### src/design/fpa_pkg.sv
// shared types and constants for the fixed-point alu pipeline
// no dependencies; used by every module of the block
`timescale 1ns / 1ps
`default_nettype none

package fpa_pkg;

    // operation codes carried in tuser
    localparam logic [3:0] OP_ADD  = 4'd0;
    localparam logic [3:0] OP_SUB  = 4'd1;
    localparam logic [3:0] OP_MUL  = 4'd2;
    localparam logic [3:0] OP_DIV  = 4'd3;
    localparam logic [3:0] OP_LT   = 4'd4;
    localparam logic [3:0] OP_GT   = 4'd5;
    localparam logic [3:0] OP_LE   = 4'd6;
    localparam logic [3:0] OP_GE   = 4'd7;
    localparam logic [3:0] OP_NE   = 4'd8;
    localparam logic [3:0] OP_EQ   = 4'd9;
    localparam logic [3:0] OP_INC  = 4'd10;
    localparam logic [3:0] OP_DEC  = 4'd11;
    localparam logic [3:0] OP_MIN  = 4'd12;
    localparam logic [3:0] OP_MAX  = 4'd13;
    localparam logic [3:0] OP_FINT = 4'd14;
    localparam logic [3:0] OP_TINT = 4'd15;

    // status codes
    localparam logic [1:0] ST_OK   = 2'd0;
    localparam logic [1:0] ST_SAT  = 2'd1;
    localparam logic [1:0] ST_DIVZ = 2'd2;

    localparam logic signed [31:0] WORD_MAX = 32'sh7fffffff;
    localparam logic signed [31:0] WORD_MIN = 32'sh80000000;

    // quotient bits resolved by the divider, one per stage
    localparam int DIV_STEPS = 33;

    // payload that travels down the pipeline
    typedef struct packed {
        logic [3:0]  kind;
        logic [31:0] res;     // finished result of the operations done in the first stage
        logic        truth;
        logic [1:0]  status;
        logic        neg;     // sign of a product or quotient
        logic        dz;      // divisor is zero
        logic        ovf;     // quotient magnitude at least 2^33
        logic [31:0] mag_a;
        logic [31:0] mag_b;
        logic [63:0] prod;
        logic [31:0] rem;
        logic [32:0] quot;    // low dividend bits shift out, quotient bits shift in
    } pipe_t;

endpackage

`default_nettype wire

### src/design/fpa_mul.sv
// multiplier stage: unsigned 32x32 product of the operand magnitudes
// depends on fpa_pkg
`timescale 1ns / 1ps
`default_nettype none

module fpa_mul (
    input  logic           aclk,
    input  logic           aresetn,
    input  logic           in_valid,
    output logic           in_ready,
    input  fpa_pkg::pipe_t in_data,
    output logic           out_valid,
    input  logic           out_ready,
    output fpa_pkg::pipe_t out_data
);

    logic           valid_reg;
    fpa_pkg::pipe_t data_reg;
    fpa_pkg::pipe_t data_next;

    always_comb begin
        data_next      = in_data;
        data_next.prod = in_data.mag_a * in_data.mag_b;
    end

    assign in_ready  = !valid_reg || out_ready;
    assign out_valid = valid_reg;
    assign out_data  = data_reg;

    always_ff @(posedge aclk) begin
        if (!aresetn) begin
            valid_reg <= 1'b0;
        end else if (in_ready) begin
            valid_reg <= in_valid;
        end
        if (in_ready && in_valid) begin
            data_reg <= data_next;
        end
    end

endmodule

`default_nettype wire

### config.mk
export PLATFORM = sky130hd
export DESIGN_NAME = fpa_mul
export DESIGN_NICKNAME = d
export VERILOG_FILES = /design/src/design/fpa_pkg.sv /design/src/design/fpa_mul.sv
export SDC_FILE = /design/constraint.sdc
export NUM_CORES = 2
export LEC_CHECK = 0
export BUFFER_PORTS_ARGS = -buffer_cell sky130_fd_sc_hd__buf_4
export CAP_MARGIN = 20
export CORE_ASPECT_RATIO = 1.2
export CORE_MARGIN = 2
export CORE_UTILIZATION = 36
export CTS_BUF_LIST = sky130_fd_sc_hd__clkbuf_2
export DETAILED_ROUTE_END_ITERATION = 12
export SYNTH_ARGS = -nofsm -noshare
export SYNTH_HDL_FRONTEND = slang
export SYNTH_SLANG_ARGS = --single-unit
### constraint.sdc
create_clock -name aclk -period 8.9 [get_ports aclk]
set_input_delay 0.89 -clock aclk [delete_from_list [all_inputs] [get_ports aclk]]
set_output_delay 0.89 -clock aclk [all_outputs]
set_load 0.02 [all_outputs]
==> out/metrics.yaml <==
status:
  status: "complete, no violations"
timing:
  max_freq_mhz: 124
  skew_ps: 104
  rsz0062_at_grt: "false"
  slew_violations: 0
  final.min_clock_period_ps: 8030
  slew_headroom: 0.315
  fin_crit_sh: 0.903
  hold_viol_final: 0
  setup_viol: 0
  hold_ws_ps: 164
  tightest_slew_ps: 1030
  finalSetupTns_ps: 0
layout:
  drive_gt1_frac: 0.134
  nNetsFinal: 5817
  layout_commonest_cell: "fa_1"
  syn_to_final_growth_pct: 16.9
  final_cell_mix: "fa_1, inv_1, and2_1, nand2_1, buf_4"
  fillers: 10800
worst_setup_path:
  r2r_start: "out_valid"
  rr_worst_depth: 3
  ff2ff_setup_slack_ps: 6650
  worstPathRequired_ps: 9950
  crit_fanout: 33
  critical_path_class: "input port to flop"
  startpoint: "in_data[132]"
  slowest_stage: "dlygate4sd3_1"
  r2r_end: "out_data[155]"
  critPathMaxStageDelay_ps: 550
  cpMostUsedCell: "fa_1"
  arrival_ps: 9080
  endpoint_kind: "flop"
  start_kind: "input port"
min_path:
  min_from: "in_data[172]"
  hold_end: "out_data[172]"
  holdPathStages: 1
  hold_path_class: "input port to flop"
logic_synthesis:
  avgSynthCellArea_um2: 10.3
  synth_edf_count: 235
  syn-num-nets: 5341
  synthCells: 3943
  async_flop_share: 0
  synth_warnings: 0
  synth_cell_types: 63
  synth_flop_cell: "edfxtp_1"
  yosysSeqAreaShare: 0.175
  synth.ff_latch_count: 236
  synth.cell_area_um2: 40400
grt:
  grt_util_all_layers: 0.215
  grt_overflow: 0
  grt_max_degree: 151
  grt_pass1_vias: 32200
  antenna_found_initial: 10
  grt_pass1_wl_mm: 186
die:
  initial_core_util: 0.363
  rows: 134
  ios: 476
  fp.dieW_um: 310
  core_um2: 111000
  die_area_um2: 115000
  die-height_um: 371
place:
  numPortBuffers: 411
  dp_hpwl_mm: 93.7
  gp_congestion: 0.940
run:
  max_cap_viol_count: 0
cts:
  clock_latency_ps: 1290
  cts.sinks: 236
  cts.htree.levels: 3
  clockBufferDepth: 3
  cts_buffers: 66
  cts_tree: "built"
  postCtsSetupRepairBufs: 0
  path_clk_slew_ps: 100
  clockRootBuffer: "clkbuf_2"
  cts_resized: 0
drt:
  drc: 0
  wirelength_mm: 121
  ant_nets: 0
  vias: 29100
  wire_per_inst_um: 20.2
  dr.pass1.iters: 5
  via_per_inst: 4.87
  drt_iter0_markers: 1379
==> routing by layer <==
metal | global-route usage | wire length, µm
met2 | 0.405 | 65700
met1 | 0.232 | 42600
met5 | 0 | 11
met4 | 0.104 | 5960
met3 | 0.0341 | 6740
==> worst max-delay path by stage <==
stage                     to  slack (ps)  cells after the start
3_5_place_dp   out_data[121]         250                     23
6_report       out_data[121]         870                     28
3_3_place_gp   out_data[121]         240                     27
5_1_grt        out_data[121]         820                     28
2_1_floorplan  out_data[128]        1390                     25
4_1_cts        out_data[121]        1130                     28
==> logic make-up after synthesis <==
kind of cell,Yosys count,synth area share
AO/OA/AOI/OAI,208,0.0331
XOR/XNOR,60,0.0130
adder cells (fa/ha/maj),1159,0.525
buffers and inverters,1076,0.0999
flip-flops,236,0.175
multiplexers,1,0.000248
AND/OR/NAND/NOR,1203,0.154
==> area by class of cell <==
cell class / instances / area (µm²) / share of cell area
clock inverter: 28 / 234 / 0.00495
clock buffer: 90 / 450 / 0.00953
multi-input combinational: 2631 / 29300 / 0.621
sequential: 236 / 7080 / 0.150
antenna: 12 / 30.0 / 0.000635
tap: 1496 / 1870 / 0.0396
inverter: 864 / 3240 / 0.0686
timing repair buffer: 620 / 5030 / 0.106
==> critical path, delay by kind of cell <==
kind	cells	cell delay (ps)
buffers and inverters	9	1760
AO/OA/AOI/OAI	6	1370
AND/OR/NAND/NOR	4	750
adder cells (fa/ha/maj)	9	4210
==> flip-flops by register name (all words and copies together), names as in the netlist <==
signal,count
out_data,235
out_valid,1
==> what timing repair did <==
item | 4_1_cts | 5_1_grt
hold buffers | 146 | 0
hold endpoints to repair | 145 | 0
setup endpoints to repair | 0 | 0
==> synth_stat cells, types with 26 or more instances <==
library cell | n | area share
fa_1 | 896 | 0.44
and2_1 | 607 | 0.094
edfxtp_1 | 235 | 0.17
clkbuf_1 | 210 | 0.019
a21oi_1 | 79 | 0.0098
xnor2_1 | 34 | 0.0074
ha_1 | 263 | 0.081
nor2_1 | 29 | 0.0027
o21ai_0 | 40 | 0.0050
inv_1 | 864 | 0.080
xor2_1 | 26 | 0.0056
nand2_1 | 485 | 0.045
==> per-stage QoR <==
step | instance area, µm² | setup WS (ps) | instances | util
after floorplan | 40400 | 1390 | 3943 | -
after global placement | 45100 | 243 | 5701 | 0.405
after detailed placement | 45100 | 245 | 5701 | 0.405
after CTS | 47200 | 1130 | 5965 | 0.424
after global routing | 47300 | 818 | 5975 | 0.425
final | 47300 | 868 | 5977 | 0.425
Power is not shown: default switching activity piles up to over one toggle a cycle in this logic, so the estimate is an artifact.
