$ cat src/design/fpa_pkg.sv
// shared types and constants for the fixed-point alu pipeline
// no dependencies; used by every module of the block
`timescale 1ns / 1ps
`default_nettype none

package fpa_pkg;

    // operation codes carried in tuser
    localparam logic [3:0] OP_ADD  = 4'd0;
    localparam logic [3:0] OP_SUB  = 4'd1;
    localparam logic [3:0] OP_MUL  = 4'd2;
    localparam logic [3:0] OP_DIV  = 4'd3;
    localparam logic [3:0] OP_LT   = 4'd4;
    localparam logic [3:0] OP_GT   = 4'd5;
    localparam logic [3:0] OP_LE   = 4'd6;
    localparam logic [3:0] OP_GE   = 4'd7;
    localparam logic [3:0] OP_NE   = 4'd8;
    localparam logic [3:0] OP_EQ   = 4'd9;
    localparam logic [3:0] OP_INC  = 4'd10;
    localparam logic [3:0] OP_DEC  = 4'd11;
    localparam logic [3:0] OP_MIN  = 4'd12;
    localparam logic [3:0] OP_MAX  = 4'd13;
    localparam logic [3:0] OP_FINT = 4'd14;
    localparam logic [3:0] OP_TINT = 4'd15;

    // status codes
    localparam logic [1:0] ST_OK   = 2'd0;
    localparam logic [1:0] ST_SAT  = 2'd1;
    localparam logic [1:0] ST_DIVZ = 2'd2;

    localparam logic signed [31:0] WORD_MAX = 32'sh7fffffff;
    localparam logic signed [31:0] WORD_MIN = 32'sh80000000;

    // quotient bits resolved by the divider, one per stage
    localparam int DIV_STEPS = 33;

    // payload that travels down the pipeline
    typedef struct packed {
        logic [3:0]  kind;
        logic [31:0] res;     // finished result of the operations done in the first stage
        logic        truth;
        logic [1:0]  status;
        logic        neg;     // sign of a product or quotient
        logic        dz;      // divisor is zero
        logic        ovf;     // quotient magnitude at least 2^33
        logic [31:0] mag_a;
        logic [31:0] mag_b;
        logic [63:0] prod;
        logic [31:0] rem;
        logic [32:0] quot;    // low dividend bits shift out, quotient bits shift in
    } pipe_t;

endpackage

`default_nettype wire

$ cat src/design/fpa_back.sv
// last stage: rounding of product and quotient, sign, saturation,
// result selection and the output register; depends on fpa_pkg
`timescale 1ns / 1ps
`default_nettype none

module fpa_back #(
    parameter int FRACTION_BITS = 8
) (
    input  logic           aclk,
    input  logic           aresetn,
    input  logic           in_valid,
    output logic           in_ready,
    input  fpa_pkg::pipe_t in_data,
    output logic           out_valid,
    input  logic           out_ready,
    output logic [31:0]    out_result,
    output logic           out_truth,
    output logic [1:0]     out_status
);

    logic [63:0] prod_rnd;
    logic        round_up;
    logic [33:0] quot_rnd;
    logic [63:0] mag;
    logic        big;
    logic        use_mag;
    logic [31:0] result_next;
    logic [1:0]  status_next;
    logic        valid_reg;
    logic [31:0] result_reg;
    logic        truth_reg;
    logic [1:0]  status_reg;

    // half an lsb added to the magnitude gives ties away from zero
    assign prod_rnd = (in_data.prod + (64'd1 << (FRACTION_BITS - 1))) >> FRACTION_BITS;
    assign round_up = ({in_data.rem, 1'b0} >= {1'b0, in_data.mag_b});
    assign quot_rnd = {1'b0, in_data.quot} + {33'd0, round_up};

    always_comb begin
        mag         = '0;
        big         = 1'b0;
        use_mag     = 1'b0;
        result_next = in_data.res;
        status_next = in_data.status;
        case (in_data.kind)
            fpa_pkg::OP_MUL: begin
                mag     = prod_rnd;
                use_mag = 1'b1;
            end
            fpa_pkg::OP_DIV: begin
                if (in_data.dz) begin
                    result_next = '0;
                    status_next = fpa_pkg::ST_DIVZ;
                end else begin
                    mag     = {30'd0, quot_rnd};
                    big     = in_data.ovf;
                    use_mag = 1'b1;
                end
            end
            default: ;
        endcase
        if (use_mag) begin
            status_next = fpa_pkg::ST_OK;
            if (in_data.neg) begin
                if (big || mag > 64'h8000_0000) begin
                    result_next = fpa_pkg::WORD_MIN;
                    status_next = fpa_pkg::ST_SAT;
                end else begin
                    result_next = ~mag[31:0] + 32'd1;
                end
            end else begin
                if (big || mag > 64'h7fff_ffff) begin
                    result_next = fpa_pkg::WORD_MAX;
                    status_next = fpa_pkg::ST_SAT;
                end else begin
                    result_next = mag[31:0];
                end
            end
        end
    end

    assign in_ready   = !valid_reg || out_ready;
    assign out_valid  = valid_reg;
    assign out_result = result_reg;
    assign out_truth  = truth_reg;
    assign out_status = status_reg;

    always_ff @(posedge aclk) begin
        if (!aresetn) begin
            valid_reg <= 1'b0;
        end else if (in_ready) begin
            valid_reg <= in_valid;
        end
        if (in_ready && in_valid) begin
            result_reg <= result_next;
            truth_reg  <= in_data.truth;
            status_reg <= status_next;
        end
    end

endmodule

`default_nettype wire

$ cat config.mk
export PLATFORM = sky130hd
export DESIGN_NAME = fpa_back
export DESIGN_NICKNAME = d
export VERILOG_FILES = /design/src/design/fpa_pkg.sv /design/src/design/fpa_back.sv
export SDC_FILE = /design/constraint.sdc
export NUM_CORES = 1
export LEC_CHECK = 0
export ABC_AREA = 1
export BUFFER_PORTS_ARGS = -buffer_cell sky130_fd_sc_hd__buf_2
export CAP_MARGIN = 0
export CORE_UTILIZATION = 47
export CTS_CLUSTER_SIZE = 10
export DETAILED_ROUTE_END_ITERATION = 10
export HOLD_SLACK_MARGIN = 0.02
export PLACE_DENSITY = 0.88
export SYNTH_ARGS = -nofsm -noshare
export SYNTH_HDL_FRONTEND = slang
export SYNTH_SLANG_ARGS = --single-unit
$ cat constraint.sdc
create_clock -name aclk -period 4.1 [get_ports aclk]
set_input_delay 0.82 -clock aclk [delete_from_list [all_inputs] [get_ports aclk]]
set_output_delay 0.82 -clock aclk [all_outputs]
set_load 0.02 [all_outputs]
==> out/results.ini <==
[synthesis]
ys_ff_latch = 36
syn_avg_cell_area_um2 = 5.37
syn_nets = 1634
synth_area_mm2 = 0.00730
ys_seq_area_share_pct = 14.7
yosysUniqueCellTypes = 46
synth_cells = 1360
yosysWarnings = 0

[worst_setup_path]
critPathTopFamily = simple AND/OR/NAND/NOR gates
cp-end-kind = register
arrival_ns = 4.71
start_kind = input pin
worst-setup-path-type = input pin to register
crit_slowest_cell = ha_4
cpMostUsedCell = nand2_1
cp.required_ns = 4.25
critical_path.max_fanout = 4
max_stage_delay_ns = 0.27
crit_buf_inv = 8

[detailed_routing]
routed_wl_mm = 31.6
viasPerCell = 5.70
drtIter0Drc = 1177
wl_per_cell_um = 16.6
drt_pass1_iterations = 8
vias = 10800
drc = 0
ant_nets = 0

[timing]
setup_ws_ns = -0.458
timing.hold.ws_ns = 0.548
hold_viol = 0
rsz0062_at_grt = true
final-setup-viol-count = 33
tightest_slew_ns = 1.17
skew_ns = 0.00499
period_share_pct = 111
slew_headroom_pct = 22.0
fmax_ghz = 0.219
drv_slew = 0
fin_crit_ns = 4.56

[power]
power_frac_comb_pct = 54.7
vdd_drop_max_mv = 0.181
p_int_uw = 1160
p_switching_uw = 767
leakagePower_uw = 0.00554
clkPwrFrac_pct = 21.8
seq_power_share_pct = 23.5
p_per_area_mw_per_mm2 = 183
finalPower_uw = 1930
p_sw_share_pct = 39.8

[placed_design]
dpl_cell_area_mm2 = 0.00944
gp_congestion = 1.03
dp_hpwl_mm = 24.0
numPortBuffers = 236
dp_slack_ns = -0.801
dp.cells = 1862

[run]
maxCapViolCount = 0

[cells_and_area]
fin_cells = 1896
fin_nets = 1981
syn_to_final_growth_pct = 44.2
fin_area_mm2 = 0.0105
num_antenna_cells = 0
n_fill_cell = 1311
drive_above_1_share_pct = 31.6

[grt]
gr-usage-all-layers_pct = 36.3
grt_pass1_wl_mm = 46.2
grt_overflow = 0
antenna_found_initial = 0
grt_max_degree = 36
grt_pass1_vias = 9617

[die]
die_h_um = 127
die_area_mm2 = 0.0160
pin_count = 276
rows = 45
core_mm2 = 0.0152
die_width_um = 127
initial_core_util_pct = 48.0

[run_status]
outcome = complete, but fails checks
violations = setup timing

[clock_network]
root_buffer = clkbuf_16
cts_sinks = 36
cts.clk_slew.worst_paths_ns = 0.05
clock_tree.buffer_depth = 2
cts_tree = done
clkLatencyLatePin_ns = 0.27
cts_buffers = 5
htree_levels = 2

[min_path]
hold_class = register to register

repair_timing:
item | 4_1_cts | 5_1_grt
hold endpoints to repair | 0 | 0
pin swaps | 65 | 71
hold buffers | 0 | 0
cloned | 2 | 0
buffers inserted | 17 | 7
resized for setup | 81 | 111
endpoints found under the setup margin | 33 | 33
cell type report:
type,count,area [µm²],share of cell area [%]
clock buffer,6,129,1.22
clock inverter,2,35.0,0.333
inverter,191,722,6.86
multi-input combinational,1110,6050,57.5
sequential,36,1070,10.2
tap,188,235,2.23
timing repair buffer,363,2280,21.7
per-stage QoR:
stage | TNS [ns] | util, %
floorplan | -0.0247 | -
global placement | -19.35 | 62.1
detailed placement | -24.57 | 62.1
CTS | -10.32 | 66.4
global route | -20.30 | 69.2
finish | -10.67 | 69.2
synthesized netlist by cell type (all sizes together):
| cell | count | area share (%) |
|---|---|---|
| a211o | 1 | 0.12 |
| a211oi | 2 | 0.21 |
| a21boi | 1 | 0.10 |
| a21o | 4 | 0.41 |
| a21oi | 16 | 1.1 |
| a22oi | 1 | 0.17 |
| a31oi | 1 | 0.086 |
| and2 | 2 | 0.17 |
| buf | 12 | 1.0 |
| clkbuf | 10 | 0.79 |
| clkinv | 1 | 0.051 |
| dfxtp | 1 | 0.27 |
| dlygate4sd3 | 1 | 0.14 |
| edfxtp | 35 | 14 |
| ha | 35 | 6.0 |
| inv | 190 | 9.8 |
| nand2 | 485 | 26 |
| nand2b | 1 | 0.086 |
| nand3 | 198 | 14 |
| nand3b | 2 | 0.21 |
| nand4 | 64 | 5.5 |
| nor2 | 213 | 12 |
| nor3 | 13 | 0.96 |
| nor3b | 1 | 0.10 |
| nor4 | 3 | 0.26 |
| o2111ai | 1 | 0.12 |
| o211ai | 2 | 0.21 |
| o21ai | 23 | 1.6 |
| o21bai | 18 | 1.9 |
| o221ai | 1 | 0.12 |
| or2 | 3 | 0.26 |
| xnor2 | 4 | 0.48 |
| xor2 | 15 | 1.8 |
registers in the layout, indices dropped and copies added, names as in the netlist:
signal	flops
out_valid	1
out_truth	1
out_result	32
out_status	2
cell usage in the layout (no fill, tap or decap), drive strengths merged, types with 2 or more instances in the layout:
| cell type | Yosys | final |
|---|---|---|
| a21o | 4 | 4 |
| nor3 | 13 | 13 |
| nand2 | 485 | 485 |
| nor4 | 3 | 3 |
| nand3b | 2 | 2 |
| o21bai | 18 | 18 |
| nand4 | 64 | 64 |
| a211oi | 2 | 2 |
| buf | 12 | 363 |
| a21oi | 16 | 16 |
| xnor2 | 4 | 4 |
| inv | 190 | 191 |
| nand3 | 198 | 198 |
| xor2 | 15 | 15 |
| clkbuf | 10 | 6 |
| and2 | 2 | 2 |
| nor2 | 213 | 213 |
| edfxtp | 35 | 35 |
| o211ai | 2 | 2 |
| or2 | 3 | 3 |
| o21ai | 23 | 23 |
| ha | 35 | 35 |
power groups by stage:
stage | combinational (µW) | clock [µW] | sequential, µW
after floorplan | 451 | 0 | 500
after global placement | 815 | 0 | 458
after detailed placement | 839 | 0 | 460
after CTS | 931 | 415 | 453
after global routing | 1130 | 434 | 454
final | 1050 | 420 | 452
layer usage:
layer	global-route usage [%]	part of all wire [%]	vias to the layer above
li1	-	-	5112
met1	44.1	38	4838
met2	63.3	47	718
met3	4.13	9.8	140
met5	0	0	-
met4	18.3	5.9	0
worst paths after layout:
kind	startpoint	endpoint	slack, ns	depth (start not counted)
hold reg to reg	out_valid	out_valid	0.55	2
hold / removal	out_valid	out_valid	0.55	2
setup reg to reg	out_valid	out_result[15]	2.53	1
setup / recovery	in_data[63]	out_result[12]	-0.46	31
cells by family (layout without fill, tap and decap cells):
family / Yosys count / count (layout) / synth area share [%]
AND/OR/NAND/NOR: 985 / 985 / 59.2
buffers and inverters: 214 / 562 / 11.8
AO/OA/AOI/OAI: 71 / 71 / 6.07
flip-flops: 36 / 36 / 14.7
adder cells (fa/ha/maj): 35 / 35 / 6.00
XOR/XNOR: 19 / 19 / 2.28
Note: power is estimated with default switching activity, not from simulation.
