**config.mk**
```make
export PLATFORM = sky130hd
export DESIGN_NAME = fpa_div_step
export DESIGN_NICKNAME = d
export VERILOG_FILES = /design/src/design/fpa_pkg.sv /design/src/design/fpa_div_step.sv
export SDC_FILE = /design/constraint.sdc
export NUM_CORES = 1
export LEC_CHECK = 0
export BUFFER_PORTS_ARGS = -buffer_cell sky130_fd_sc_hd__buf_2
export CAP_MARGIN = 20
export CORE_AREA = 3 3 187 189
export DETAILED_ROUTE_END_ITERATION = 12
export DIE_AREA = 0 0 190 192
export PLACE_DENSITY = 0.63
export SETUP_SLACK_MARGIN = 0.15
export SLEW_MARGIN = 20
export SYNTH_ARGS = -nofsm -noshare
export SYNTH_HDL_FRONTEND = slang
export SYNTH_SLANG_ARGS = --single-unit
```
**constraint.sdc**
```tcl
create_clock -name aclk -period 17.2 [get_ports aclk]
set_clock_uncertainty 0.15 [all_clocks]
set_input_delay 4.3 -clock aclk [delete_from_list [all_inputs] [get_ports aclk]]
set_output_delay 4.3 -clock aclk [all_outputs]
set_load 0.005 [all_outputs]
```
**src/design/fpa_pkg.sv**
```systemverilog
// shared types and constants for the fixed-point alu pipeline
// no dependencies; used by every module of the block
`timescale 1ns / 1ps
`default_nettype none

package fpa_pkg;

    // operation codes carried in tuser
    localparam logic [3:0] OP_ADD  = 4'd0;
    localparam logic [3:0] OP_SUB  = 4'd1;
    localparam logic [3:0] OP_MUL  = 4'd2;
    localparam logic [3:0] OP_DIV  = 4'd3;
    localparam logic [3:0] OP_LT   = 4'd4;
    localparam logic [3:0] OP_GT   = 4'd5;
    localparam logic [3:0] OP_LE   = 4'd6;
    localparam logic [3:0] OP_GE   = 4'd7;
    localparam logic [3:0] OP_NE   = 4'd8;
    localparam logic [3:0] OP_EQ   = 4'd9;
    localparam logic [3:0] OP_INC  = 4'd10;
    localparam logic [3:0] OP_DEC  = 4'd11;
    localparam logic [3:0] OP_MIN  = 4'd12;
    localparam logic [3:0] OP_MAX  = 4'd13;
    localparam logic [3:0] OP_FINT = 4'd14;
    localparam logic [3:0] OP_TINT = 4'd15;

    // status codes
    localparam logic [1:0] ST_OK   = 2'd0;
    localparam logic [1:0] ST_SAT  = 2'd1;
    localparam logic [1:0] ST_DIVZ = 2'd2;

    localparam logic signed [31:0] WORD_MAX = 32'sh7fffffff;
    localparam logic signed [31:0] WORD_MIN = 32'sh80000000;

    // quotient bits resolved by the divider, one per stage
    localparam int DIV_STEPS = 33;

    // payload that travels down the pipeline
    typedef struct packed {
        logic [3:0]  kind;
        logic [31:0] res;     // finished result of the operations done in the first stage
        logic        truth;
        logic [1:0]  status;
        logic        neg;     // sign of a product or quotient
        logic        dz;      // divisor is zero
        logic        ovf;     // quotient magnitude at least 2^33
        logic [31:0] mag_a;
        logic [31:0] mag_b;
        logic [63:0] prod;
        logic [31:0] rem;
        logic [32:0] quot;    // low dividend bits shift out, quotient bits shift in
    } pipe_t;

endpackage

`default_nettype wire

```
**src/design/fpa_div_step.sv**
```systemverilog
// one restoring division step: resolves one quotient bit per stage
// depends on fpa_pkg
`timescale 1ns / 1ps
`default_nettype none

module fpa_div_step (
    input  logic           aclk,
    input  logic           aresetn,
    input  logic           in_valid,
    output logic           in_ready,
    input  fpa_pkg::pipe_t in_data,
    output logic           out_valid,
    input  logic           out_ready,
    output fpa_pkg::pipe_t out_data
);

    logic [32:0]    trial;
    logic           fits;
    logic           valid_reg;
    fpa_pkg::pipe_t data_reg;
    fpa_pkg::pipe_t data_next;

    // bring down the next dividend bit and try the divisor against it
    assign trial = {in_data.rem, in_data.quot[32]};
    assign fits  = (trial >= {1'b0, in_data.mag_b});

    always_comb begin
        data_next      = in_data;
        data_next.rem  = fits ? 32'(trial - {1'b0, in_data.mag_b}) : trial[31:0];
        data_next.quot = {in_data.quot[31:0], fits};
    end

    assign in_ready  = !valid_reg || out_ready;
    assign out_valid = valid_reg;
    assign out_data  = data_reg;

    always_ff @(posedge aclk) begin
        if (!aresetn) begin
            valid_reg <= 1'b0;
        end else if (in_ready) begin
            valid_reg <= in_valid;
        end
        if (in_ready && in_valid) begin
            data_reg <= data_next;
        end
    end

endmodule

`default_nettype wire

```
==> results.sh, run 1 <==
export IMPL_fp_row_count=67
export IMPL_syn_area_um2=9290
export IMPL_synth_edf_count=235
export IMPL_initialDrtViolationCount=398
export IMPL_status="complete, no violations"
export IMPL_maxCapViolCount=0
export IMPL_ys_types=49
export IMPL_required_ps=12750
export IMPL_startpoint="out_ready"
export IMPL_reg2reg_to="out_data[203]$_DFFE_PP_"
export IMPL_vias=6831
export IMPL_min_period_ps=9130
export IMPL_fmax_mhz=110
export IMPL_finalHoldViolCount=0
export IMPL_numCtsBuffers=26
export IMPL_synth_compound_area_share_pct=8.07
export IMPL_drive_above_1_share_pct=48.5
export IMPL_grt_setup_unrepaired="no"
export IMPL_core_um2=33400
export IMPL_fin_crit_sh_pct=53.1
export IMPL_die_area_um2=36500
export IMPL_slew_headroom_pct=31.3
export IMPL_synthCells=581
export IMPL_synth_fp_nets=853
export IMPL_io_buffers=475
export IMPL_synth_top_family_by_area="compound AO/OA/AOI/OAI gates"
export IMPL_clk_insertion_delay_late_ps=530
export IMPL_start_util_pct=27.8
export IMPL_cts_root_buffer="clkbuf_16"
export IMPL_cts_resized=0
export IMPL_detail_route_wl_per_cell_um=19.7
export IMPL_synth_yosys_seq_area_share_pct=76.2
export IMPL_cts_sinks=236
export IMPL_fillers=3199
export IMPL_crit_slowest_cell="nand2b_1"
export IMPL_syn2layout_area_growth_pct=39.7
export IMPL_n_antenna_cell=0
export IMPL_remaining_drc_errors=0
export IMPL_worst_slew_pin_transition_ps=1030
export IMPL_crit_arrival_ps=4680
export IMPL_register_area_um2=7080
export IMPL_viasPerCell=4.45
export IMPL_wirelength_mm=30.3
export IMPL_p_leak_nw=5.62
export IMPL_die_h_um=192
export IMPL_power_density_nw_per_um2=108
export IMPL_multi_input_area_um2=2000
export IMPL_synth_seq_cells=236
export IMPL_ant_nets=0
export IMPL_cts_buffer_depth=3
export IMPL_synthMuxAreaShare_pct=1.43
export IMPL_cts_setup_buffers=0
export IMPL_finalNetCount=1345
export IMPL_grt_total_usage_pct=15.3
export IMPL_critPathKind="input port to primary output"
export IMPL_synth_area_leaders="edfxtp_1, ha_1, a21oi_1, inv_1, nor2_1"
export IMPL_die_x_um=190
export IMPL_synth_simple_area_share_pct=4.89
export IMPL_cts_htree_levels=1
export IMPL_reg2regPathDepth=4
export IMPL_setup_viol=0
export IMPL_startpoint_type="input port"
export IMPL_ys_flop_type="edfxtp_1"
export IMPL_path_cells="buf_2 -> nand2b_1 -> buf_2"
export IMPL_fin_ws_ps=8070
export IMPL_ys_warn_count=0
export IMPL_hold_class="flop to flop"
export IMPL_synth_top_area_share_pct=76.0
export IMPL_fin_tns_setup_ps=0
export IMPL_syn_area_per_cell_um2=16.0
export IMPL_synthAdderAreaFrac_pct=4.53
export IMPL_grt_antenna_before_repair=8
export IMPL_critPathMaxFanout=3
export IMPL_path_common_cell="buf_2"
export IMPL_maxSlewViolCount=0
export IMPL_synth_top_cell_by_area="edfxtp_1"
export IMPL_drt_pass1_iter_count=5
export IMPL_synth_xor_area_share_pct=2.55
export IMPL_cp_end_kind="primary output"
export IMPL_max_stage_delay_ps=160
export IMPL_ir_worst_vdd_v=0.0000805
export IMPL_grt_pass1_wl_mm=42.1
export IMPL_async_flop_share_pct=0
export IMPL_grt_overflow=0
export IMPL_cts_hold_buf=0
export IMPL_clk_pin_slew_worst_paths_ps=60
export IMPL_pre_cts_ws_ps=8060
export IMPL_grt_max_degree=81
export IMPL_reg2reg_slack_ps=14160
export IMPL_hpwl_mm=23.8
export IMPL_ios=476
export IMPL_endpoint="in_ready"
export IMPL_rr_startpoint="out_valid$_SDFFE_PN0N_"
export IMPL_gp_congestion=0.865
export IMPL_cts_tree="built"
export IMPL_grt_pass1_vias=6706
-- worst max-delay path, delay by kind of cell --
family        cells  cell delay [ps]
buf+inv           2              230
simple gates      1              160
-- through the flow --
stage               hold slack (ps)  std cells  utilization [%]  instance area (um2)  power, mW
finish                          393       1536             38.8                13000       1.41
floorplan                       387        581                -                 9290      0.800
global placement                372       1493             36.4                12200      0.888
detailed placement              391       1493             36.4                12200      0.892
CTS                             397       1536             38.8                13000       1.43
global route                    436       1536             38.8                13000       1.47
-- sequential cells by signal, summed over array words and instances, names as in the netlist --
name and cells:
out_data 235, out_valid 1
-- area by class of cell --
| class | instances | area share [%] |
|---|---|---|
| inverters | 39 | 1.13 |
| repair buffers | 479 | 18.5 |
| clock buffers | 31 | 5.16 |
| well taps | 448 | 4.32 |
| multi-input cells | 291 | 15.4 |
| flip-flops and latches | 236 | 54.5 |
| clock inverters | 12 | 0.964 |
-- power by group --
group          switching (mW)  leakage, nW  internal (mW)
clock network           0.223        0.387          0.306
logic                   0.104         2.95         0.0807
registers             0.00954         2.28          0.683
total                   0.336         5.62           1.07
-- synthesized netlist by cell type (2+ instances only) --
master and count:
nand4_1 7, buf_4 3, nand2b_1 5, edfxtp_1 235
o211ai_1 4, o41ai_1 2, o21ai_0 15, and2_1 3
o21bai_1 3, a211oi_1 3, nor3_1 2, o22ai_1 2
nor2_1 37, inv_1 39, xnor2_1 15, mux2i_1 2
buf_2 4, xor2_1 12, o21a_1 6, nor2b_1 2
a21o_1 13, ha_1 32, a31oi_1 2, nor4_1 4
clkbuf_1 8, mux2_1 4, a211o_1 2, a21oi_1 55
nand2_1 28, nand3_1 8, mux2_2 6
-- routing by layer --
layer	track usage, %	vias to the layer above	wire (um)
li1	-	3172	-
met1	17.5	3280	11300
met2	27.2	308	15400
met3	5.46	55	2730
met4	4.04	16	763
met5	0	-	109
-- cell families (layout without fill, tap and decap cells) --
logic type	count (synthesis)	after routing
flops	236	236
compound gates	119	119
simple gates	100	100
buf+inv	54	561
fa+ha+maj	33	33
xor+xnor	27	27
mux	12	12
-- cells in the final DEF, fill, tap and decap left out, drive strengths merged, types with 4 or more instances in the layout --
cell type / synthesis / final
nor4: 4 / 4
o21a: 6 / 6
clkbuf: 8 / 31
nand4: 7 / 7
nand2: 28 / 28
a21o: 13 / 13
nand2b: 5 / 5
ha: 32 / 32
nand3: 8 / 8
xor2: 12 / 12
nor2: 37 / 37
xnor2: 15 / 15
inv: 39 / 39
clkinv: 0 / 8
o21ai: 16 / 16
o211ai: 4 / 4
mux2: 10 / 10
buf: 7 / 479
edfxtp: 235 / 235
a211oi: 4 / 4
a21oi: 55 / 55
-- how the worst min path moves through the flow --
stage / to / depth (start not counted) / from / slack (ps)
2_1_floorplan: out_valid$_SDFFE_PN0N_ / 2 / out_valid$_SDFFE_PN0N_ / 390
3_3_place_gp: out_valid$_SDFFE_PN0N_ / 2 / out_valid$_SDFFE_PN0N_ / 370
3_5_place_dp: out_valid$_SDFFE_PN0N_ / 2 / out_valid$_SDFFE_PN0N_ / 390
4_1_cts: out_valid$_SDFFE_PN0N_ / 2 / out_valid$_SDFFE_PN0N_ / 400
5_1_grt: out_valid$_SDFFE_PN0N_ / 2 / out_valid$_SDFFE_PN0N_ / 440
6_report: out_valid$_SDFFE_PN0N_ / 2 / out_valid$_SDFFE_PN0N_ / 390
No activity file was read; power rests on OpenSTA's default activity.
==> run 2, diff against run 1 <==
==> constraint.sdc (replaced) <==
create_clock -name aclk -period 8.6 [get_ports aclk]
set_clock_uncertainty 0.15 [all_clocks]
set_input_delay 2.15 -clock aclk [delete_from_list [all_inputs] [get_ports aclk]]
set_output_delay 2.15 -clock aclk [all_outputs]
set_load 0.005 [all_outputs]
==> run 2 against run 1 <==
Clock-buffer cell count grew 9. Die area is the same. Via count is 0.88% lower. Critical path type is now input port to flop. Highest routed layer unchanged.
==> results.sh, run 2 (same netlist as run 1, synthesis figures left out) <==
export IMPL_worst_slew_pin_transition_ps=835
export IMPL_fmax_mhz=199
export IMPL_wirelength_mm=30.6
export IMPL_hold_class="flop to flop"
export IMPL_grt_util_met2_pct=26.9
export IMPL_critPathTopFamily="compound AO/OA/AOI/OAI gates"
export IMPL_cts_buffer_depth=3
export IMPL_cts_root_buffer="clkbuf_16"
export IMPL_final_common_cell="buf_2"
export IMPL_fin_crit_sh_pct=58.4
export IMPL_cp_end_kind="flop"
export IMPL_crit_arrival_ps=5170
export IMPL_fin_ws_ps=3580
export IMPL_grt_total_usage_pct=15.5
export IMPL_register_area_um2=7080
export IMPL_critPathKind="input port to flop"
export IMPL_core_um2=33400
export IMPL_grt_pass1_wl_mm=42.6
export IMPL_startpoint_type="input port"
export IMPL_hp_start="out_valid$_SDFFE_PN0N_"
export IMPL_maxCapViolCount=0
export IMPL_die_h_um=192
export IMPL_ant_nets=0
export IMPL_vias=6771
export IMPL_fp_row_count=67
export IMPL_grtUsageMet3_pct=5.86
export IMPL_numCtsBuffers=26
export IMPL_cts_hold_buf=0
export IMPL_cts_resized=0
export IMPL_detail_route_wl_per_cell_um=19.8
export IMPL_grt_overflow=0
export IMPL_grt_pass1_vias=6733
export IMPL_io_buffers=475
export IMPL_fin_tns_setup_ps=0
export IMPL_remaining_drc_errors=0
export IMPL_ios=476
export IMPL_finalHoldViolCount=0
export IMPL_mostFrequentLayoutCells="buf_2, edfxtp_1, a21oi_1"
export IMPL_crit_slowest_cell="fa_1"
export IMPL_drive_above_1_share_pct=48.5
export IMPL_reg2reg_slack_ps=6220
export IMPL_grt_busiest_layer="met2"
export IMPL_fillers=3228
export IMPL_rr_startpoint="out_valid$_SDFFE_PN0N_"
export IMPL_cts_htree_levels=1
export IMPL_cts_setup_buffers=0
export IMPL_grt_antenna_before_repair=5
export IMPL_power_density_nw_per_um2=221
export IMPL_max_stage_delay_ps=400
export IMPL_drt_pass1_iter_count=4
export IMPL_critPathMaxFanout=3
export IMPL_grt_setup_unrepaired="no"
export IMPL_slew_headroom_pct=44.3
export IMPL_finalNetCount=1345
export IMPL_grt_max_degree=136
export IMPL_startpoint="in_data[32]"
export IMPL_setup_viol=0
export IMPL_clk_insertion_delay_late_ps=550
export IMPL_grt_met1_usage_pct=17.6
export IMPL_cts_sinks=236
export IMPL_die_area_um2=36500
export IMPL_cts_tree="built"
export IMPL_initialDrtViolationCount=392
export IMPL_min_period_ps=5020
export IMPL_multi_input_area_um2=2000
export IMPL_p_leak_nw=5.66
export IMPL_status="complete, no violations"
export IMPL_clk_pin_slew_worst_paths_ps=60
export IMPL_required_ps=8750
export IMPL_path_common_cell="a21oi_1"
export IMPL_maxSlewViolCount=0
export IMPL_viasPerCell=4.39
export IMPL_pre_cts_ws_ps=3000
export IMPL_gp_congestion=0.859
export IMPL_start_util_pct=27.8
export IMPL_hpwl_mm=24.0
export IMPL_largest_register_ffs=235
export IMPL_syn2layout_area_growth_pct=40.7
export IMPL_ir_worst_vdd_v=0.000155
export IMPL_path_cells="buf_2 -> inv_1 -> ha_1 -> fa_1 -> nand2b_1 -> a21oi_1 -> o2111ai_1 -> o311a_1 -> a21oi_1 -> a21oi_1 -> o41ai_1 -> xor2_1 -> mux2_1"
export IMPL_path_buf_inv=2
export IMPL_die_x_um=190
[run 2: cell types whose count changed in the layout (fill, tap and decap cells not counted)]
cell	delta
clkbuf_8	+6
clkbuf_1	+3
clkinv_2	-3
diode_2	+2
buf_12	+1
buf_4	-1
clkinvlp_4	-1
[run 2: worst register-to-register path, cell delays in order, from the launching register on]
cell      delay, ps
dfxtp_1         310
nand2b_1        100
and2_4          680
buf_12          670
[run 2: final timing paths]
| path | cells past startpoint | endpoint |
|---|---|---|
| hold / removal | 2 | out_valid$_SDFFE_PN0N_ |
| setup reg to reg | 3 | out_data[7]$_DFFE_PP_ |
| hold reg to reg | 2 | out_valid$_SDFFE_PN0N_ |
| setup / recovery | 13 | out_data[63]$_DFFE_PP_ |
[run 2: cell type report]
type | count | area share [%]
clock inverter | 8 | 0.785
antenna | 2 | 0.0383
inverter | 39 | 1.12
multi-input combinational | 291 | 15.3
clock buffer | 40 | 5.84
timing repair buffer | 479 | 18.5
tap | 448 | 4.29
sequential | 236 | 54.1
[run 2: power breakdown]
part / total [mW] / internal, mW / leakage [nW] / switching, mW
Clock: 1.13 / 0.670 / 0.422 / 0.458
Combinational: 0.372 / 0.163 / 2.96 / 0.209
Sequential: 1.38 / 1.37 / 2.28 / 0.0181
[run 2: per-stage QoR]
step | instance area [um2] | power [mW] | hold slack (ps) | instances | utilization [%]
3_3_place_gp | 12200 | 1.78 | 369 | 1493 | 36.5
4_1_cts | 13100 | 2.93 | 407 | 1541 | 39.1
6_report | 13100 | 2.88 | 398 | 1543 | 39.1
5_1_grt | 13100 | 3.01 | 435 | 1541 | 39.1
2_1_floorplan | 9290 | 1.60 | 387 | 581 | -
3_5_place_dp | 12200 | 1.79 | 396 | 1493 | 36.5
[run 2: metal layers]
| layer | share of wire (%) | routed length, um |
|---|---|---|
| met3 | 9.3 | 2850 |
| met5 | 0.18 | 56 |
| met1 | 37 | 11300 |
| met2 | 50 | 15300 |
| met4 | 3.7 | 1120 |
