`src/design/fpa_pkg.sv`:
```
// shared types and constants for the fixed-point alu pipeline
// no dependencies; used by every module of the block
`timescale 1ns / 1ps
`default_nettype none

package fpa_pkg;

    // operation codes carried in tuser
    localparam logic [3:0] OP_ADD  = 4'd0;
    localparam logic [3:0] OP_SUB  = 4'd1;
    localparam logic [3:0] OP_MUL  = 4'd2;
    localparam logic [3:0] OP_DIV  = 4'd3;
    localparam logic [3:0] OP_LT   = 4'd4;
    localparam logic [3:0] OP_GT   = 4'd5;
    localparam logic [3:0] OP_LE   = 4'd6;
    localparam logic [3:0] OP_GE   = 4'd7;
    localparam logic [3:0] OP_NE   = 4'd8;
    localparam logic [3:0] OP_EQ   = 4'd9;
    localparam logic [3:0] OP_INC  = 4'd10;
    localparam logic [3:0] OP_DEC  = 4'd11;
    localparam logic [3:0] OP_MIN  = 4'd12;
    localparam logic [3:0] OP_MAX  = 4'd13;
    localparam logic [3:0] OP_FINT = 4'd14;
    localparam logic [3:0] OP_TINT = 4'd15;

    // status codes
    localparam logic [1:0] ST_OK   = 2'd0;
    localparam logic [1:0] ST_SAT  = 2'd1;
    localparam logic [1:0] ST_DIVZ = 2'd2;

    localparam logic signed [31:0] WORD_MAX = 32'sh7fffffff;
    localparam logic signed [31:0] WORD_MIN = 32'sh80000000;

    // quotient bits resolved by the divider, one per stage
    localparam int DIV_STEPS = 33;

    // payload that travels down the pipeline
    typedef struct packed {
        logic [3:0]  kind;
        logic [31:0] res;     // finished result of the operations done in the first stage
        logic        truth;
        logic [1:0]  status;
        logic        neg;     // sign of a product or quotient
        logic        dz;      // divisor is zero
        logic        ovf;     // quotient magnitude at least 2^33
        logic [31:0] mag_a;
        logic [31:0] mag_b;
        logic [63:0] prod;
        logic [31:0] rem;
        logic [32:0] quot;    // low dividend bits shift out, quotient bits shift in
    } pipe_t;

endpackage

`default_nettype wire

```
`src/design/fpa_front.sv`:
```
// first stage: decode, the operations that finish here, operand magnitudes
// and divider set-up; depends on fpa_pkg
`timescale 1ns / 1ps
`default_nettype none

module fpa_front #(
    parameter int FRACTION_BITS = 8
) (
    input  logic               aclk,
    input  logic               aresetn,
    input  logic               in_valid,
    output logic               in_ready,
    input  logic [3:0]         in_kind,
    input  logic signed [31:0] in_a,
    input  logic signed [31:0] in_b,
    output logic               out_valid,
    input  logic               out_ready,
    output fpa_pkg::pipe_t     out_data
);

    logic signed [32:0] sum;
    logic signed [32:0] diff;
    logic signed [31:0] hi;
    logic [64:0]        num;
    logic               valid_reg;
    fpa_pkg::pipe_t     data_reg;
    fpa_pkg::pipe_t     data_next;

    assign sum  = {in_a[31], in_a} + {in_b[31], in_b};
    assign diff = {in_a[31], in_a} - {in_b[31], in_b};
    // bits that a shift into fixed point would lose
    assign hi   = in_a >>> (31 - FRACTION_BITS);

    always_comb begin
        data_next        = '0;
        data_next.kind   = in_kind;
        data_next.status = fpa_pkg::ST_OK;
        data_next.neg    = in_a[31] ^ in_b[31];
        data_next.mag_a  = in_a[31] ? (~in_a + 32'd1) : in_a;
        data_next.mag_b  = in_b[31] ? (~in_b + 32'd1) : in_b;
        data_next.dz     = (in_b == 32'sd0);
        num              = {33'd0, data_next.mag_a} << FRACTION_BITS;
        data_next.ovf    = (num[64:33] >= data_next.mag_b);
        data_next.rem    = num[64:33];
        data_next.quot   = num[32:0];
        case (in_kind)
            fpa_pkg::OP_ADD: begin
                if (sum[32] != sum[31]) begin
                    data_next.res    = sum[32] ? fpa_pkg::WORD_MIN : fpa_pkg::WORD_MAX;
                    data_next.status = fpa_pkg::ST_SAT;
                end else begin
                    data_next.res = sum[31:0];
                end
            end
            fpa_pkg::OP_SUB: begin
                if (diff[32] != diff[31]) begin
                    data_next.res    = diff[32] ? fpa_pkg::WORD_MIN : fpa_pkg::WORD_MAX;
                    data_next.status = fpa_pkg::ST_SAT;
                end else begin
                    data_next.res = diff[31:0];
                end
            end
            fpa_pkg::OP_LT:  data_next.truth = (in_a < in_b);
            fpa_pkg::OP_GT:  data_next.truth = (in_a > in_b);
            fpa_pkg::OP_LE:  data_next.truth = (in_a <= in_b);
            fpa_pkg::OP_GE:  data_next.truth = (in_a >= in_b);
            fpa_pkg::OP_NE:  data_next.truth = (in_a != in_b);
            fpa_pkg::OP_EQ:  data_next.truth = (in_a == in_b);
            fpa_pkg::OP_INC: begin
                if (in_a == fpa_pkg::WORD_MAX) begin
                    data_next.res    = fpa_pkg::WORD_MAX;
                    data_next.status = fpa_pkg::ST_SAT;
                end else begin
                    data_next.res = in_a + 32'sd1;
                end
            end
            fpa_pkg::OP_DEC: begin
                if (in_a == fpa_pkg::WORD_MIN) begin
                    data_next.res    = fpa_pkg::WORD_MIN;
                    data_next.status = fpa_pkg::ST_SAT;
                end else begin
                    data_next.res = in_a - 32'sd1;
                end
            end
            fpa_pkg::OP_MIN: data_next.res = (in_a < in_b) ? in_a : in_b;
            fpa_pkg::OP_MAX: data_next.res = (in_a > in_b) ? in_a : in_b;
            fpa_pkg::OP_FINT: begin
                if (hi == 32'sd0 || hi == -32'sd1) begin
                    data_next.res = in_a <<< FRACTION_BITS;
                end else begin
                    data_next.res    = in_a[31] ? fpa_pkg::WORD_MIN : fpa_pkg::WORD_MAX;
                    data_next.status = fpa_pkg::ST_SAT;
                end
            end
            fpa_pkg::OP_TINT: data_next.res = in_a >>> FRACTION_BITS;
            default: data_next.res = '0;    // multiply and divide finish at the back
        endcase
    end

    assign in_ready  = !valid_reg || out_ready;
    assign out_valid = valid_reg;
    assign out_data  = data_reg;

    always_ff @(posedge aclk) begin
        if (!aresetn) begin
            valid_reg <= 1'b0;
        end else if (in_ready) begin
            valid_reg <= in_valid;
        end
        if (in_ready && in_valid) begin
            data_reg <= data_next;
        end
    end

endmodule

`default_nettype wire

```
`config.mk`:
```
export PLATFORM = sky130hd
export DESIGN_NAME = fpa_front
export DESIGN_NICKNAME = d
export VERILOG_FILES = /design/src/design/fpa_pkg.sv /design/src/design/fpa_front.sv
export SDC_FILE = /design/constraint.sdc
export NUM_CORES = 1
export LEC_CHECK = 0
export BUFFER_PORTS_ARGS = -buffer_cell sky130_fd_sc_hd__buf_2
export CORE_MARGIN = 4
export CORE_UTILIZATION = 45
export CTS_CLUSTER_SIZE = 30
export DETAILED_ROUTE_END_ITERATION = 16
export PLACE_DENSITY = 0.69
export REMOVE_ABC_BUFFERS = 1
export SETUP_SLACK_MARGIN = 0.4
export SLEW_MARGIN = 30
export SYNTH_ARGS = -nofsm -noshare
export SYNTH_HDL_FRONTEND = slang
export SYNTH_SLANG_ARGS = --single-unit
```
`constraint.sdc`:
```
create_clock -name aclk -period 5.6 [get_ports aclk]
set_clock_uncertainty 0.1 [all_clocks]
set_input_delay 1.12 -clock aclk [delete_from_list [all_inputs] [get_ports aclk]]
set_output_delay 1.12 -clock aclk [all_outputs]
set_load 0.005 [all_outputs]
```
==> flow_metrics.py, run 1 <==
metrics = {
    "route": {
        "drtIter0Drc": 1988,
        "wl_per_cell_um": 24.9,
        "drt_wl_total_um": 55200,
        "drc": 0,
        "via_per_inst": 6.23,
        "ant_nets": 0,
        "via_count": 13821,
        "dr.pass1.iters": 8,
    },
    "die": {
        "die_w_um": 177,
        "initial_core_util": 0.460,
        "fp.dieH_um": 177,
        "num_rows": 61,
        "dieArea_mm2": 0.0314,
        "core-area_mm2": 0.0280,
        "num_io_pins": 309,
    },
    "power_and_ir_drop": {
        "p_comb_frac": 0.437,
        "pwr-share-clk": 0.225,
        "p_sw_mw": 1.18,
        "sw_frac_of_total": 0.403,
        "seqPwrFrac": 0.338,
        "power.leakage_nw": 6.17,
        "power.density_mw_per_mm2": 201,
        "p_int_mw": 1.75,
        "vdd_drop_max_v": 0.000172,
    },
    "timing": {
        "worst_slack_ns": 0.519,
        "final-hold-violation-count": 0,
        "slew_violations": 0,
        "fin_tns_setup_ns": 0,
        "max-slew-margin-rel": 0.302,
        "fin_crit_sh": 0.907,
        "worst_pin_slew_ns": 1.04,
        "max_clock_freq_mhz": 197,
        "setup_violations": 0,
        "fin_crit_ns": 5.08,
        "rsz0062_at_grt": "no",
    },
    "global_routing": {
        "grt_pass1_vias": 12570,
        "grt_pass1_wl_um": 79300,
        "gr-total-overflow": 0,
        "grt_max_degree": 53,
        "grt_use_total": 0.335,
        "antenna_found_initial": 1,
    },
    "critical_path": {
        "critical_path.slowest_cell": "nor4_1",
        "crit_fanout": 7,
        "r2r-end": "out_data[224]",
        "worst_ep_required_time_ns": 5.71,
        "arrival_ns": 5.19,
        "cp_cell_sequence": "buf_2, nor4_1, nand4_1, or3_1, or3_1, nand2_1, xnor2_1, ha_1, a21o_1, a21oi_1, nor2b_1, o21ai_0, nand2b_1, a21oi_1, or4_4, nor4_2",
        "slowest_delay_ns": 0.89,
        "endpoint_kind": "register",
        "r2r_cells": 3,
        "r2r_slack_ns": 3.67,
        "r2r_start": "out_valid",
        "path_buf_inv": 1,
        "critPathTopFamily": "simple AND/OR/NAND/NOR gates",
        "critPathLaunchType": "input pin",
        "crit_type": "in -> reg",
    },
    "cts": {
        "cts_tree": "done",
        "cts_made_buffers": 9,
        "htreeDepth": 3,
        "cts.sinks": 106,
        "cts_setup_buffers": 0,
        "path_clk_slew_ns": 0.08,
        "cts_root_buf": "clkbuf_16",
        "cts_max_path_buffers": 2,
        "clock_latency_ns": 0.37,
    },
    "synth": {
        "yosysSeqAreaShare": 0.246,
        "yosys_most_used_dff": "edfxtp_1",
        "synth-edff-count": 105,
        "syn-cell-area_mm2": 0.0129,
        "synth_most_common_cell": "a21oi_1",
        "synth_top_cell_by_area": "edfxtp_1",
        "synth_common_cells": "a21oi_1 (137), buf_4 (130), xnor2_1 (125), nand2_1 (122), o21ai_0 (121)",
        "synth.distinct_cells": 84,
        "yosys.area.top_type_share": 0.245,
        "syn_area_per_cell_um2": 7.85,
        "synthTopCellsByArea": "edfxtp_1 (24%), xnor2_1 (8.5%), buf_4 (7.6%)",
        "ys_ff_latch": 106,
        "yosysWarnings": 0,
        "async_reset_ff_frac": 0,
        "syn-instance-count": 1642,
    },
    "cells_and_area": {
        "nFillCells": 2759,
        "diodes": 0,
        "multiInputGateArea_mm2": 0.00840,
        "area_growth_pct": 13.1,
        "drive_gt1_frac": 0.198,
        "nNetsFinal": 1984,
        "seq_area_mm2": 0.00317,
    },
    "place": {
        "routabilityCongestion": 1.06,
        "io_buffers": 210,
        "dp_hpwl_um": 44100,
        "dpl_worst_slack_ns": 0.319,
    },
    "outcome": {
        "status": "complete, no violations",
    },
    "min_path": {
        "min_path_cells": 2,
        "min_to": "out_valid",
        "hp-start": "out_valid",
        "hold_class": "reg -> reg",
    },
    "flow_run": {
        "cap_violations": 0,
    },
}
power groups by stage:
stage                     Sequential (mW)  Combinational, mW  Clock [mW]
after floorplan                      1.02              0.663           0
after global placement               1.01               1.23           0
after detailed placement             1.01               1.23           0
after CTS                           0.992               1.24       0.665
after global routing                0.997               1.36       0.692
final                               0.991               1.28       0.661
registers in the layout, indices dropped and copies added, names as in the netlist:
signal,flops
out_data,105
out_valid,1
worst register-to-register path, cell delays in order, from the launching register on:
cell and delay, ns:
dfxtp_1 0.32, nand2b_1 0.10, and2_4 0.41, buf_4 0.59
placed cells by master, fill, tap and decap left out, drive strengths merged, types with 5 or more instances in the layout:
cell	netlist	layout
a211oi	12	12
a21boi	7	7
a21o	13	13
a21oi	137	137
a221oi	11	11
a22oi	7	7
a31oi	17	17
and2	10	10
and3	13	13
buf	154	323
clkbuf	83	10
conb	1	98
edfxtp	105	105
ha	74	74
inv	85	89
mux2i	24	24
nand2	123	123
nand2b	24	24
nand3	49	49
nand4	21	21
nand4b	5	5
nor2	109	109
nor2b	18	18
nor3	45	45
nor3b	6	6
nor4	19	19
o2111ai	8	8
o211ai	19	19
o21a	7	7
o21ai	123	123
o21bai	8	8
o221ai	12	12
o22ai	13	13
o31ai	16	16
o41ai	8	8
or3	28	28
or4	13	13
xnor2	125	125
xor2	18	18
through the flow:
| step | power, mW | utilization | cells | hold slack, ns | instance area, µm² |
|---|---|---|---|---|---|
| 2_1_floorplan | 1.68 | - | 1502 | 0.437 | 11900 |
| 3_3_place_gp | 2.24 | 0.509 | 2203 | 0.410 | 14300 |
| 3_5_place_dp | 2.24 | 0.509 | 2203 | 0.465 | 14300 |
| 4_1_cts | 2.89 | 0.519 | 2219 | 0.479 | 14500 |
| 5_1_grt | 3.05 | 0.520 | 2219 | 0.511 | 14600 |
| 6_report | 2.93 | 0.520 | 2219 | 0.473 | 14600 |
area by class of cell:
| cell class | count | share of cell area |
|---|---|---|
| Clock inverter | 6 | 0.00395 |
| Multi-Input combinational cell | 1311 | 0.577 |
| Inverter | 85 | 0.0219 |
| Timing Repair Buffer | 323 | 0.131 |
| Tap cell | 378 | 0.0325 |
| Clock buffer | 10 | 0.0157 |
| Sequential cell | 106 | 0.218 |
cell families (layout without fill, tap and decap cells):
kind of cell,count (synthesis),count (layout),share of synthesized area
adders and majority gates,78,78,0.0765
AOI/OAI and AO/OA,464,464,0.228
other,1,98,0.000291
and+or+nand+nor,504,504,0.200
DFF,106,106,0.246
xor gates and xnor gates,143,143,0.0972
muxes,24,24,0.0186
buffers and inverters,322,424,0.133
timing repair:
item | 4_1_cts | 5_1_grt
endpoints found under the hold margin | 0 | 0
gates resized for setup | 0 | 1
hold buffers | 0 | 0
endpoints found under the setup margin | 0 | 1
per-layer routing:
layer / vias up / wire [µm] / GRT usage
li1: 6115 / - / -
met1: 6382 / 21800 / 0.459
met2: 1150 / 23100 / 0.503
met3: 172 / 7800 / 0.0908
met4: 2 / 2470 / 0.131
met5: - / 13 / 0
worst max path at each step:
stage               startpoint             to  slack [ns]  cells past startpoint
floorplan             in_b[26]  out_data[226]        0.09                     12
global placement      in_a[17]  out_data[193]        0.32                     16
detailed placement    in_a[17]  out_data[193]        0.32                     16
CTS                    in_a[0]  out_data[193]        0.71                     20
global route          in_a[17]  out_data[193]        0.41                     16
finish                in_a[17]  out_data[193]        0.52                     16
No activity file was read; power rests on OpenSTA's default activity.
==> inputs of run 2 (changes only) <==
--- a/config.mk
+++ b/config.mk
@@ -5,12 +5,13 @@
 export SDC_FILE = /design/constraint.sdc
 export NUM_CORES = 1
 export LEC_CHECK = 0
+export ABC_AREA = 1
 export BUFFER_PORTS_ARGS = -buffer_cell sky130_fd_sc_hd__buf_2
 export CORE_MARGIN = 4
 export CORE_UTILIZATION = 45
 export CTS_CLUSTER_SIZE = 30
 export DETAILED_ROUTE_END_ITERATION = 16
-export PLACE_DENSITY = 0.69
+export PLACE_DENSITY = 0.7
 export REMOVE_ABC_BUFFERS = 1
 export SETUP_SLACK_MARGIN = 0.4
 export SLEW_MARGIN = 30
==> constraint.sdc (replaced) <==
create_clock -name aclk -period 4.1 [get_ports aclk]
set_clock_uncertainty 0.1 [all_clocks]
set_input_delay 0.82 -clock aclk [delete_from_list [all_inputs] [get_ports aclk]]
set_output_delay 0.82 -clock aclk [all_outputs]
set_load 0.005 [all_outputs]
==> run 2 against run 1 <==
Synthesized cell count rose by 51%. Setup slack got worse by 0.0044 ns. Hold slack got worse by 0.017 ns. Count of clock-buffer cells in the layout fell by 1. Power rose by 46%. Global-route usage rose by 4.3 points. Critical path depth fell by 1. Critical path type unchanged. Area after synthesis rose by 18%. Utilization fell by 0.87 points. Largest cell class unchanged. Non-clock buffer count rose by 18. First-iteration DRC count rose by 29%. Sequential share of layout area fell by 3.2 points.
==> flow_metrics.py, run 2 <==
metrics = {
    "route": {
        "wl_per_cell_um": 22.8,
        "drt_wl_total_um": 71500,
        "via_count": 17807,
        "ant_nets": 0,
        "drc": 0,
        "dr.pass1.iters": 6,
        "drtIter0Drc": 2566,
        "via_per_inst": 5.68,
    },
    "cts": {
        "cts_tree": "done",
        "hold_buffers": 0,
        "cts_made_buffers": 9,
        "path_clk_slew_ns": 0.08,
        "cts_root_buf": "clkbuf_16",
        "cts_setup_buffers": 0,
        "cts.sinks": 106,
        "cts_max_path_buffers": 2,
        "htreeDepth": 3,
        "ctsResizeCount": 0,
        "clock_latency_ns": 0.37,
    },
    "die": {
        "num_io_pins": 309,
        "core-area_mm2": 0.0334,
        "fp.dieH_um": 192,
        "num_rows": 67,
        "die_w_um": 192,
        "dieArea_mm2": 0.0369,
        "initial_core_util": 0.456,
    },
    "synth": {
        "synth.distinct_cells": 49,
        "synth_most_common_cell": "nand2_1",
        "async_reset_ff_frac": 0,
        "synth-edff-count": 105,
        "ys_ff_latch": 106,
        "synth_common_cells": "nand2_1 (668), nor2_1 (310), nand3_1 (267), inv_1 (259), buf_4 (142)",
        "yosys_most_used_dff": "edfxtp_1",
        "syn-cell-area_mm2": 0.0152,
        "syn-instance-count": 2476,
        "synth_top_cell_by_area": "edfxtp_1",
        "syn_area_per_cell_um2": 6.15,
        "yosys.area.top_type_share": 0.207,
        "synthTopCellsByArea": "edfxtp_1 (21%), nand2_1 (16%), nand3_1 (8.8%)",
        "yosysWarnings": 0,
        "yosysSeqAreaShare": 0.208,
    },
    "place": {
        "dp_hpwl_um": 59500,
        "routabilityCongestion": 1.02,
        "io_buffers": 210,
        "placed_area_mm2": 0.0168,
    },
    "timing": {
        "worst_pin_slew_ns": 0.853,
        "max-slew-margin-rel": 0.427,
        "slew_violations": 0,
        "max_clock_freq_mhz": 279,
        "fin_crit_sh": 0.874,
        "fin_crit_ns": 3.59,
        "holdWs_ns": 0.456,
        "rsz0062_at_grt": "yes",
        "setup_violations": 0,
        "final-hold-violation-count": 0,
    },
    "outcome": {
        "status": "complete, no violations",
    },
    "cells_and_area": {
        "area_growth_pct": 12.3,
        "largest_reg_flops": 105,
        "nFillCells": 3564,
        "drive_gt1_frac": 0.169,
        "diodes": 0,
        "fin_area_mm2": 0.0171,
        "final_common_cell": "nand2_1",
        "final_cell_mix": "nand2_1 (668), nor2_1 (307), nand3_1 (264)",
        "postLayoutCoreUtil": 0.511,
        "nNetsFinal": 2829,
    },
    "critical_path": {
        "worst_ep_required_time_ns": 4.13,
        "endpoint_kind": "register",
        "crit_fanout": 51,
        "crit_type": "in -> reg",
        "arrival_ns": 3.62,
        "critPathLaunchType": "input pin",
    },
    "global_routing": {
        "antenna_found_initial": 1,
        "gr-total-overflow": 0,
        "grt_use_total": 0.378,
        "grt_pass1_vias": 16573,
        "grt_max_degree": 106,
        "grt_pass1_wl_um": 103000,
    },
    "flow_run": {
        "cap_violations": 0,
    },
    "power_and_ir_drop": {
        "power.density_mw_per_mm2": 251,
        "power.leakage_nw": 8.57,
        "finalPower_mw": 4.29,
        "vdd_drop_max_v": 0.000169,
    },
    "min_path": {
        "hold_class": "reg -> reg",
    },
}
-- run 2: changes by cell type after synthesis, moves of 61 or more --
cell	delta
nand2_1	+546
nand3_1	+218
nor2_1	+201
inv_1	+175
xnor2_1	-125
xor2_1	+74
nand4_1	+68
clkbuf_1	-61
-- run 2: final cells by class --
type	instances	area [µm²]	area share
clock buffer	9	225	0.0132
inverter	276	1040	0.0606
clock inverter	6	50.0	0.00293
multi-input combinational	1947	9860	0.577
sequential	106	3170	0.186
tap	448	561	0.0328
timing repair buffer	341	2200	0.128
-- run 2: through the flow --
step	TNS [ns]	instances	worst slack, ns
after floorplan	-271.94	2329	-2.53
final	0	3133	0.515
after CTS	0	3133	0.532
after global placement	0	3118	0.150
after detailed placement	0	3118	0.144
after global routing	0	3133	0.377
-- run 2: worst max-delay path, cell delays in order --
cell	delay, ns
buf_2	0.13
inv_1	0.14
ha_2	0.50
nand2_1	0.13
nor2_1	0.12
inv_1	0.09
nor4_1	0.42
nand2_1	0.16
nand3_2	0.21
buf_12	0.27
nand2_2	0.18
o21ai_0	0.18
nor2_1	0.06
nor2_1	0.09
nand3_1	0.07
-- run 2: cells by family (layout without fill, tap and decap cells) --
logic type      after synthesis  in the layout  synth area share
compound gates              241            241            0.0902
fa+ha+maj                    76             76            0.0634
flops                       106            106             0.208
other cells                   1             98          0.000246
xor+xnor                     92             92            0.0529
simple gates               1440           1440             0.411
buf+inv                     520            632             0.174
-- run 2: worst paths after layout --
path / depth (start not counted) / to / slack, ns / from
min reg2reg: 2 / out_valid / 0.46 / out_valid
max reg2reg: 2 / out_data[206] / 2.53 / out_valid
max: 15 / out_data[200] / 0.51 / in_b[25]
min: 2 / out_valid / 0.46 / out_valid
-- run 2: metal layers --
layer | vias to the layer above | global-route usage | part of all wire
li1 | 8202 | - | -
met1 | 8208 | 0.505 | 0.40
met2 | 1213 | 0.590 | 0.43
met3 | 184 | 0.0680 | 0.11
met4 | 0 | 0.181 | 0.056
met5 | - | 0 | 0
-- run 2: report_power, final --
part	total, mW	leakage (nW)	internal (mW)	switching, mW
clock	0.885	0.135	0.420	0.465
sequential	1.35	1.04	1.31	0.0386
combinational	2.05	7.40	0.653	1.40
